<file path="src/rtl/pvd_pkg.sv">
// Package for the packed varint decoder: shared constants, codes and types.
// No dependencies; imported by every rtl module and the checker.
package pvd_pkg;

    localparam int MAX_VARINT_BYTES = 10;
    localparam int POS_W            = 4;
    localparam int COUNT_W          = 16;
    localparam int VALUE_W          = 64;
    localparam int QUEUE_DEPTH_DEF  = 2;

    localparam logic [POS_W-1:0]   LAST_POS       = POS_W'(MAX_VARINT_BYTES - 1);
    localparam logic [COUNT_W-1:0] MAX_VALUES_RST = 16'hFFFF;

    // result status codes
    localparam logic [1:0] ST_OK        = 2'd0;
    localparam logic [1:0] ST_TOO_LONG  = 2'd1;
    localparam logic [1:0] ST_UNTERM    = 2'd2;
    localparam logic [1:0] ST_TOO_MANY  = 2'd3;

    // what the back end does with a queued item
    typedef enum logic [1:0] {
        KIND_CONT = 2'd0,   // merge payload, no result
        KIND_VAL  = 2'd1,   // merge payload, emit finished value
        KIND_ERR  = 2'd2    // emit error, drop partial value
    } t_kind;

    typedef struct packed {
        t_kind              kind;
        logic               last;
        logic [6:0]         payload;
        logic [POS_W-1:0]   pos;
        logic [1:0]         status;
        logic [COUNT_W-1:0] count;
    } t_op;

    typedef struct packed {
        logic [VALUE_W-1:0] value;
        logic               has_value;
        logic               buffer_done;
        logic [1:0]         status;
        logic [COUNT_W-1:0] value_count;
    } t_result;

    typedef struct packed {
        logic full;
        logic empty;
    } t_q_status;

endpackage

</file>
<file path="src/rtl/pvd_fifo.sv">
// Small register-based queue, used between front and back and at the output.
// Depends on pvd_pkg (t_q_status).
module pvd_fifo
    import pvd_pkg::*;
#(
    parameter int WIDTH = 8,
    parameter int DEPTH = 2
) (
    input  logic             i_clk,
    input  logic             i_rst_n,
    input  logic             i_push,
    input  logic [WIDTH-1:0] i_wdata,
    input  logic             i_pop,
    output logic [WIDTH-1:0] o_rdata,
    output t_q_status        o_status
);

    localparam int AW = (DEPTH > 1) ? $clog2(DEPTH) : 1;
    localparam int CW = $clog2(DEPTH + 1);

    logic [WIDTH-1:0] r_mem [DEPTH];
    logic [AW-1:0]    r_wr, n_wr;
    logic [AW-1:0]    r_rd, n_rd;
    logic [CW-1:0]    r_cnt, n_cnt;

    always_comb begin
        n_wr  = r_wr;
        n_rd  = r_rd;
        n_cnt = r_cnt;
        if (i_push) begin
            n_wr = (r_wr == AW'(DEPTH - 1)) ? '0 : r_wr + 1'b1;
        end
        if (i_pop) begin
            n_rd = (r_rd == AW'(DEPTH - 1)) ? '0 : r_rd + 1'b1;
        end
        if (i_push && !i_pop) begin
            n_cnt = r_cnt + 1'b1;
        end else if (!i_push && i_pop) begin
            n_cnt = r_cnt - 1'b1;
        end
    end

    always_ff @(posedge i_clk) begin
        if (!i_rst_n) begin
            r_wr  <= '0;
            r_rd  <= '0;
            r_cnt <= '0;
        end else begin
            r_wr  <= n_wr;
            r_rd  <= n_rd;
            r_cnt <= n_cnt;
        end
    end

    always_ff @(posedge i_clk) begin
        if (i_push) begin
            r_mem[r_wr] <= i_wdata;
        end
    end

    assign o_rdata        = r_mem[r_rd];
    assign o_status.full  = (r_cnt == CW'(DEPTH));
    assign o_status.empty = (r_cnt == '0);

endmodule

</file>
<file path="src/rtl/pvd_front.sv">
// Front end: accepts bytes, tracks varint position, value count and discard
// state, and classifies each byte into a queued op. Depends on pvd_pkg.
module pvd_front
    import pvd_pkg::*;
(
    input  logic               i_clk,
    input  logic               i_rst_n,
    input  logic               i_cfg_we,
    input  logic [COUNT_W-1:0] i_cfg_data,
    input  logic               i_accept,
    input  logic [7:0]         i_data_byte,
    input  logic               i_last_byte,
    output logic               o_push,
    output t_op                o_op
);

    logic [COUNT_W-1:0] r_max;
    logic [POS_W-1:0]   r_pos, n_pos;
    logic [COUNT_W-1:0] r_count, n_count;
    logic               r_discard, n_discard;

    always_comb begin
        n_pos     = r_pos;
        n_count   = r_count;
        n_discard = r_discard;
        o_push    = 1'b0;
        o_op.kind    = KIND_CONT;
        o_op.last    = i_last_byte;
        o_op.payload = i_data_byte[6:0];
        o_op.pos     = r_pos;
        o_op.status  = ST_OK;
        o_op.count   = r_count;

        if (i_accept) begin
            if (r_discard) begin
                // swallow the rest of a failed buffer
                if (i_last_byte) begin
                    n_pos     = '0;
                    n_count   = '0;
                    n_discard = 1'b0;
                end
            end else begin
                o_push = 1'b1;
                if (r_pos == '0 && r_count >= r_max) begin
                    o_op.kind   = KIND_ERR;
                    o_op.status = ST_TOO_MANY;
                end else if (!i_data_byte[7]) begin
                    o_op.kind  = KIND_VAL;
                    o_op.count = r_count + 1'b1;
                    n_pos      = '0;
                    n_count    = i_last_byte ? '0 : r_count + 1'b1;
                end else if (r_pos == LAST_POS) begin
                    o_op.kind   = KIND_ERR;
                    o_op.status = ST_TOO_LONG;
                end else if (i_last_byte) begin
                    o_op.kind   = KIND_ERR;
                    o_op.status = ST_UNTERM;
                end else begin
                    n_pos = r_pos + 1'b1;
                end

                if (o_op.kind == KIND_ERR) begin
                    n_pos = '0;
                    if (i_last_byte) begin
                        n_count = '0;
                    end else begin
                        n_discard = 1'b1;
                    end
                end
            end
        end
    end

    always_ff @(posedge i_clk) begin
        if (!i_rst_n) begin
            r_max     <= MAX_VALUES_RST;
            r_pos     <= '0;
            r_count   <= '0;
            r_discard <= 1'b0;
        end else begin
            if (i_cfg_we) begin
                r_max <= i_cfg_data;
            end
            r_pos     <= n_pos;
            r_count   <= n_count;
            r_discard <= n_discard;
        end
    end

endmodule

</file>
<file path="src/rtl/pvd_back.sv">
// Back end: merges 7-bit groups into the 64-bit accumulator and builds
// result items from queued ops. Depends on pvd_pkg.
module pvd_back
    import pvd_pkg::*;
(
    input  logic      i_clk,
    input  logic      i_rst_n,
    input  t_op       i_op,
    input  t_q_status i_op_status,
    input  t_q_status i_res_status,
    output logic      o_pop,
    output logic      o_push,
    output t_result   o_result
);

    logic [VALUE_W-1:0] r_acc, n_acc;
    logic [5:0]         shamt;
    logic [VALUE_W-1:0] merged;

    // 7 * pos; groups past bit 63 fall off the top
    assign shamt  = 6'({i_op.pos, 3'b000} - {3'b000, i_op.pos});
    assign merged = r_acc | ({{(VALUE_W-7){1'b0}}, i_op.payload} << shamt);

    always_comb begin
        o_pop  = !i_op_status.empty && (i_op.kind == KIND_CONT || !i_res_status.full);
        o_push = 1'b0;
        n_acc  = r_acc;
        o_result.value       = '0;
        o_result.has_value   = 1'b0;
        o_result.buffer_done = 1'b1;
        o_result.status      = i_op.status;
        o_result.value_count = i_op.count;
        if (o_pop) begin
            case (i_op.kind)
                KIND_CONT: begin
                    n_acc = merged;
                end
                KIND_VAL: begin
                    o_push               = 1'b1;
                    o_result.value       = merged;
                    o_result.has_value   = 1'b1;
                    o_result.buffer_done = i_op.last;
                    o_result.status      = ST_OK;
                    n_acc                = '0;
                end
                KIND_ERR: begin
                    o_push = 1'b1;
                    n_acc  = '0;
                end
                default: begin
                    n_acc = r_acc;
                end
            endcase
        end
    end

    always_ff @(posedge i_clk) begin
        if (!i_rst_n) begin
            r_acc <= '0;
        end else begin
            r_acc <= n_acc;
        end
    end

endmodule

</file>
<file path="src/rtl/packed_varint_decoder.sv">
// Top level of the packed varint decoder.
// Depends on pvd_pkg, pvd_front, pvd_fifo and pvd_back.
//
// Decodes unsigned little-endian base-128 varints from a packed buffer fed
// one byte per item (push/full). Each byte's low 7 bits go to bit 7*p of the
// value, p being the byte's place in the varint; a byte with bit 7 clear ends
// the varint and yields a result (empty/pop) with the value and the running
// count for the buffer. In a tenth byte only bit 0 lands (bit 63). Errors end
// a buffer early with buffer_done set: status 1 for a tenth byte with bit 7
// set, 2 for a buffer whose last byte still has bit 7 set, 3 when a new varint
// would exceed max_values. After an error the remaining bytes of that buffer
// are swallowed without results, up to and including the last byte.
// Rate: one byte per cycle sustained while full is low; the front end's
// position/count update and the back end's accumulator shift-or are
// combinational. A result passes through two registered queues: the byte
// enters the op queue when taken, and the back end writes the result queue
// as it pops that op, stalling while the result queue is full. Both queues
// are QUEUE_DEPTH entries; while results wait, continuation bytes still
// drain into the accumulator, and full rises once a value or error op is
// held at the head of a full op queue. max_values (reset 65535) is written
// through i_cfg_we / i_cfg_data; the user must write it only while the
// block is idle; the block does not enforce it. Applies at next varint start.
module packed_varint_decoder
    import pvd_pkg::*;
#(
    parameter int QUEUE_DEPTH = QUEUE_DEPTH_DEF
) (
    input  logic               i_clk,
    input  logic               i_rst_n,
    input  logic               i_cfg_we,
    input  logic [COUNT_W-1:0] i_cfg_data,
    input  logic               push,
    output logic               full,
    input  logic [7:0]         i_data_byte,
    input  logic               i_last_byte,
    output logic               empty,
    input  logic               pop,
    output logic [VALUE_W-1:0] o_value,
    output logic               o_has_value,
    output logic               o_buffer_done,
    output logic [1:0]         o_status,
    output logic [COUNT_W-1:0] o_value_count
);

    t_q_status op_status;
    t_q_status res_status;
    logic      front_push;
    t_op       front_op;
    t_op       back_op;
    logic      back_pop;
    logic      back_push;
    t_result   back_result;
    t_result   head;

    // input side stalls only when the op queue is full
    assign full = op_status.full;

    pvd_front u_front (
        .i_clk       (i_clk),
        .i_rst_n     (i_rst_n),
        .i_cfg_we    (i_cfg_we),
        .i_cfg_data  (i_cfg_data),
        .i_accept    (push && !full),
        .i_data_byte (i_data_byte),
        .i_last_byte (i_last_byte),
        .o_push      (front_push),
        .o_op        (front_op)
    );

    // classified bytes waiting for the back end
    pvd_fifo #(
        .WIDTH ($bits(t_op)),
        .DEPTH (QUEUE_DEPTH)
    ) u_op_q (
        .i_clk    (i_clk),
        .i_rst_n  (i_rst_n),
        .i_push   (front_push),
        .i_wdata  (front_op),
        .i_pop    (back_pop),
        .o_rdata  (back_op),
        .o_status (op_status)
    );

    pvd_back u_back (
        .i_clk        (i_clk),
        .i_rst_n      (i_rst_n),
        .i_op         (back_op),
        .i_op_status  (op_status),
        .i_res_status (res_status),
        .o_pop        (back_pop),
        .o_push       (back_push),
        .o_result     (back_result)
    );

    // finished results; the head is what the port shows
    pvd_fifo #(
        .WIDTH ($bits(t_result)),
        .DEPTH (QUEUE_DEPTH)
    ) u_res_q (
        .i_clk    (i_clk),
        .i_rst_n  (i_rst_n),
        .i_push   (back_push),
        .i_wdata  (back_result),
        .i_pop    (pop && !empty),
        .o_rdata  (head),
        .o_status (res_status)
    );

    assign empty         = res_status.empty;
    assign o_value       = head.value;
    assign o_has_value   = head.has_value;
    assign o_buffer_done = head.buffer_done;
    assign o_status      = head.status;
    assign o_value_count = head.value_count;

endmodule

</file>
<file path="config.mk">
export PLATFORM = sky130hd
export DESIGN_NAME = packed_varint_decoder
export DESIGN_NICKNAME = d
export VERILOG_FILES = /design/src/rtl/pvd_pkg.sv /design/src/rtl/pvd_fifo.sv /design/src/rtl/pvd_front.sv /design/src/rtl/pvd_back.sv /design/src/rtl/packed_varint_decoder.sv
export SDC_FILE = /design/constraint.sdc
export NUM_CORES = 1
export LEC_CHECK = 0
export BUFFER_PORTS_ARGS = -buffer_cell sky130_fd_sc_hd__buf_2
export CELL_PAD_IN_SITES_DETAIL_PLACEMENT = 1
export CELL_PAD_IN_SITES_GLOBAL_PLACEMENT = 1
export CORE_MARGIN = 1
export CORE_UTILIZATION = 53
export CTS_BUF_LIST = sky130_fd_sc_hd__clkbuf_4 sky130_fd_sc_hd__clkbuf_8 sky130_fd_sc_hd__clkbuf_16
export DETAILED_ROUTE_END_ITERATION = 8
export GPL_TIMING_DRIVEN = 0
export PLACE_DENSITY = 0.89
export SYNTH_ARGS = -nofsm -noshare
export SYNTH_HDL_FRONTEND = slang
export SYNTH_SLANG_ARGS = --single-unit
</file>
<file path="constraint.sdc">
create_clock -name i_clk -period 17.2 [get_ports i_clk]
set_input_delay 3.44 -clock i_clk [delete_from_list [all_inputs] [get_ports i_clk]]
set_output_delay 3.44 -clock i_clk [all_outputs]
set_load 0.01 [all_outputs]
</file>
# [Word level (Yosys, flattened, before mapping)]
# Memories as Yosys holds them, arrays and structs flattened. A register that Yosys moved wholly into a read port is not among the register bits.
# Cells that the tools add are included.
[classes] magnitude_cmp=1 n_reduce_logical=28 multipliers=0 bitwise_logic=1 n_addsub=11 n_eq_ne=10 muxes=55 shift=1 div_mod_pow=0
[op_table] op="two-way mux 16 bit" count=9
[op_table] op="two-way mux 68 bit" count=2
[op_table] op="case mux 64 bit (2 select lines)" count=1
[op_table] op="bitwise OR 64 bit" count=1
[op_table] op="<< shifter 7 x 6 -> 64 bit" count=1
[op_table] op="two-way mux 18 bit" count=2
[op_table] op="two-way mux 2 bit" count=15
[op_table] op="two-way mux 4 bit" count=7
[op_table] op="two-way mux 1 bit" count=19
[op_table] op="adder 16 x 1 -> 16 bit (second input constant)" count=1
[op_table] op=">= comparator 16 bit" count=1
[op_table] op="equality test 2 bit (second input constant)" count=4
[op_table] op="logical AND 1 bit" count=8
[op_table] op="zero test 1 bit" count=8
[op_table] op="zero test 2 bit" count=3
[op_table] op="nonzero test 2 bit" count=3
[op_table] op="subtractor 6 x 4 -> 6 bit" count=1
[op_table] op="AND reduction 5 bit" count=1
[op_table] op="adder 1 bit (second input constant)" count=4
[op_table] op="adder 2 x 1 -> 2 bit (second input constant)" count=2
[op_table] op="adder 4 x 1 -> 4 bit (second input constant)" count=1
[op_table] op="equality test 4 bit (second input constant)" count=1
[op_table] op="zero test 4 bit" count=1
[op_table] op="inequality test 4 x 2 -> 1 bit (second input constant)" count=1
[op_table] op="8 further kinds" count=10
[totals] out_inout_bits=86 mem_bits_rw=232 inputBits=30 latch_bits=0 wordCells=120 regBits=109 n_memories=2 romBits=0
[memory_table] memory="u_res_q.r_mem" words=2 width=84 rd=1 rd_clocked_by_memory_dff=1 write_ports=1 line_no="pvd_fifo.sv:21" source="logic [WIDTH-1:0] r_mem [DEPTH];"
[memory_table] memory="u_op_q.r_mem" words=2 width=32 rd=1 rd_clocked_by_memory_dff=1 write_ports=1 line_no="pvd_fifo.sv:21"

# [Logic depth before layout (Yosys ltp)]
[logic_depth] depth_word=9 mapped_depth=13 ltp_nobuf=10

# [By module]
# From an unflattened synthesis, not the netlist that was laid out.
[unflattened] hier_cells=1233 area_unflattened_um2=15376.0
[modules_own_cells] mod="pvd_fifo at u_res_q" area_each_um2=6298.5 cells_each=283 instances=1
[modules_own_cells] mod="pvd_back" area_each_um2=3971.3 cells_each=504 instances=1
[modules_own_cells] mod="pvd_front" area_each_um2=2549.9 cells_each=322 instances=1
[modules_own_cells] mod="pvd_fifo at u_op_q" area_each_um2=2528.7 cells_each=122 instances=1
[modules_own_cells] mod="packed_varint_decoder" area_each_um2=27.5 cells_each=2 instances=1

# [Worst setup path before layout]
# Ideal clock, no wire load.
[synth_path] kind="flip-flop to flip-flop" start="reg with a tool-made name" end="mem u_res_q.r_mem[0][0] in the netlist's numbering, enable pin" t_required_ns=16.673 setup_slack_ns=10.991 t_arrival_ns=5.681 stages_incl_launch_ff=10 period_less_slack_ns=6.209 cell_sequence="dfxtp_1 > buf_6 > buf_6 > clkbuf_1 > mux2i_1 > ha_1 > nor2_1 > a21oi_1 > nand2_1 > nor2_1"
[synth_rtl] element="end, declared" line_no="pvd_fifo.sv:21"

==> results.cfg <==
[timing]
rsz0062_at_grt = no
max_freq_mhz = 163
min_period_ns = 6.15
relSlewSlack_pct = 17.1
holdWs_ns = 0.469
setup_violations = 0
fin_setup_tns_ns = 0
period_share_pct = 35.8
worstMarginPinSlew_ns = 1.23
finClkSkew_ns = 0.0203
finalHoldViolations = 0
drv_slew = 0

[synth]
synth-edff-count = 232
synth_seq_area_share_pct = 61.9
synth_top_family_by_area = compound AO/OA/AOI/OAI gates
ys_ff_latch = 343
post-synth-top-area-fraction_pct = 46.9
synth_cell_types = 74
ys_top_cells_by_area = edfxtp_1 47%, dfxtp_1 15%, mux2_2 8.0%, nand2_1 3.4%, ha_1 2.3%
netlist_instances = 1198
synth.cell_area_um2 = 14800
async_flop_share_pct = 0
synthXorXnorAreaFrac_pct = 1.90
muxShareOfSynthArea_pct = 10.2
yosys_warnings = 0
yosys.area_share.adder_pct = 2.28
synth_nets = 1255
avgSynthCellArea_um2 = 12.4
synth_ff_type = edfxtp_1
synth-compound-area-share_pct = 11.7
yosysTopAreaCell = edfxtp_1
synthSimpleGateAreaFrac_pct = 9.46

[die]
core.rowCount = 60
core_area_um2 = 27200
fp.dieH_um = 169
dieArea_um2 = 28700
pin_count = 116
start_util_pct = 54.6
dieWidth_um = 169

[worst_setup_path]
slowest_stage = clkbuf_1
rrSetupSlack_ns = 12.19
cp_max_fo = 10
crit_type = register to output port
timing.critical_path.buf_inv = 3
cp.arrival_ns = 2.71
r2r-end = u_res_q.r_mem[0][45]$_DFFE_PP_
cp.depth = 4
crit_path_cell_trace = clkbuf_1, clkbuf_1, mux2_2, buf_2
critPathCapture = o_value[44]
end_kind = output port
cp-start-kind = register
critPathMostFrequentCell = clkbuf_1
crit_path_max_incr_delay_ns = 0.72
cp.required_ns = 13.76
cp_top_family = buffers and inverters
ff2ff_path_depth = 12

[drt]
num_vias = 11000
drcViolationCount = 0
wl_per_cell_um = 25.5
dr.pass1.iters = 5
drt-total-wl_um = 44700
drt_iter0_drc = 1214
drt-vias-per-instance = 6.28
ant_nets = 0

[pwr]
peakVddDrop_mv = 0.0982
leakage_nw = 6.40
p_per_area_nw_per_um2 = 180

[finish]
fin_nets = 1413
diodes = 0
seqCellArea_um2 = 9190
fillers = 2784
design_area_um2 = 17300
drive_above_1_share_pct = 24.3
syn_to_final_growth_pct = 16.4
multiInputGateArea_um2 = 5300
fin_util_pct = 63.6

[global_route]
grt_pass1_vias = 11800
antenna_found_initial = 0
grt_max_degree = 63
grt_pass1_wl_um = 68300
grt_overflow_total = 0
grt_usage_pct = 31.5

[clock_tree]
path_clk_slew_ns = 0.06
clock_latency_ns = 0.53
cts.path.max_buffers = 3
cts_buffers = 36
cts.sinks = 343
cts_root_buffer = clkbuf_16
cts_resized = 0
cts_tree = done
h-tree-depth = 2
holdBufCountCts = 0
post_cts_buffers = 0

[min_path]
hold_class = register to register
holdPathStages = 2

[placed_design]
gp_congestion = 0.910
hpwl_um = 29500
dpl_cell_area_um2 = 16000
port_buffers = 115

[flow_run]
drv_cap = 0

[run_status]
outcome = finished clean
[cells in the final DEF (no fill, tap or decap), drive strengths merged, types with 4 or more instances in the layout]
cell type and instances:
nand2b 7, o21a 7, a22o 36, o22ai 6, o21ai 68, ha 27
xor2 15, a21o 4, nand2 137, o211ai 24, and2 7, edfxtp 232
nor2b 4, mux2 105, buf 140, a21oi 60, nor2 85, clkinv 8
or4 5, or3 5, nand3 26, and3 12, xnor2 15, clkbuf 92
nor3 9, nand4 6, a31oi 9, dfxtp 111, o221ai 6, mux2i 31
a211o 5, inv 32, a211oi 6
[where the power goes]
group,internal [mW],switching (mW)
Clock,0.481,0.329
Sequential,1.08,0.0689
Combinational,0.377,0.777
Total,1.94,1.17
[cells by family after synthesis]
group           after synthesis
fa+ha+maj                    27
buf+inv                      90
flops                       343
simple gates                315
mux                         136
xor+xnor                     30
compound gates              257
[worst min path at each step]
stage | startpoint | to | slack, ns
6_report | u_back.r_acc[15]$_SDFFE_PN0P_ | u_back.r_acc[15]$_SDFFE_PN0P_ | 0.47
5_1_grt | u_back.r_acc[15]$_SDFFE_PN0P_ | u_back.r_acc[15]$_SDFFE_PN0P_ | 0.49
4_1_cts | u_back.r_acc[15]$_SDFFE_PN0P_ | u_back.r_acc[15]$_SDFFE_PN0P_ | 0.46
3_5_place_dp | u_back.r_acc[32]$_SDFFE_PN0P_ | u_back.r_acc[32]$_SDFFE_PN0P_ | 0.45
3_3_place_gp | u_back.r_acc[32]$_SDFFE_PN0P_ | u_back.r_acc[32]$_SDFFE_PN0P_ | 0.43
2_1_floorplan | u_back.r_acc[32]$_SDFFE_PN0P_ | u_back.r_acc[32]$_SDFFE_PN0P_ | 0.42
[cells in the mapped netlist, types with 4 or more instances]
library cell	n
a211o_1	5
a211oi_1	5
a21o_1	4
a21oi_1	58
a22o_1	36
a31oi_1	8
and2_1	6
and3_1	12
buf_2	12
clkbuf_1	36
dfxtp_1	111
edfxtp_1	232
ha_1	27
inv_1	29
mux2_2	105
mux2i_1	29
nand2_1	135
nand2b_1	7
nand3_1	26
nand4_1	6
nor2_1	84
nor3_1	9
o211ai_1	24
o21a_1	7
o21ai_0	61
o21ai_1	7
o221ai_1	6
o22ai_1	5
or3_1	5
or4_1	5
xnor2_1	15
xor2_1	14
[worst reg2reg max path: cells and delay by family, from the launching register on]
family	cells	cell delay, ns
buf+inv	5	1.91
mux	1	0.39
fa+ha+maj	1	0.25
simple gates	3	0.90
compound gates	2	0.91
flops	1	0.45
[stage by stage]
stage,worst slack [ns],cells,total power [mW]
4_1_cts,10.98,1755,3.09
5_1_grt,10.98,1755,3.20
3_3_place_gp,8.25,1685,2.17
6_report,11.05,1755,3.11
2_1_floorplan,10.99,1198,1.83
3_5_place_dp,11.54,1690,2.25
[final cells by class]
type,instances,share of cell area (%)
plain buffers,57,1.48
multi-input cells,765,30.7
clock inverters,10,0.674
repair buffers,120,4.09
well taps,372,2.69
clock buffers,55,6.46
inverters,33,0.717
flip-flops and latches,343,53.2
[metal layers]
| layer | track usage [%] | share of wire, % |
|---|---|---|
| met1 | 37.9 | 39 |
| met2 | 54.9 | 50 |
| met3 | 5.01 | 6.8 |
| met4 | 15.3 | 4.2 |
| met5 | 0 | 0 |
[registers in the layout, summed over array words and instances, names as in the netlist, named ones only]
name               flops
u_front.r_count       16
u_front.r_pos          4
u_back.r_acc          64
u_op_q.r_cnt           2
u_res_q.r_mem        168
u_op_q.r_rd            1
u_op_q.r_mem          64
u_op_q.r_wr            1
u_front.r_max         16
u_front.r_discard      1
u_res_q.r_rd           1
u_res_q.r_wr           1
u_res_q.r_cnt          2
(Power assumes the default switching activity.)
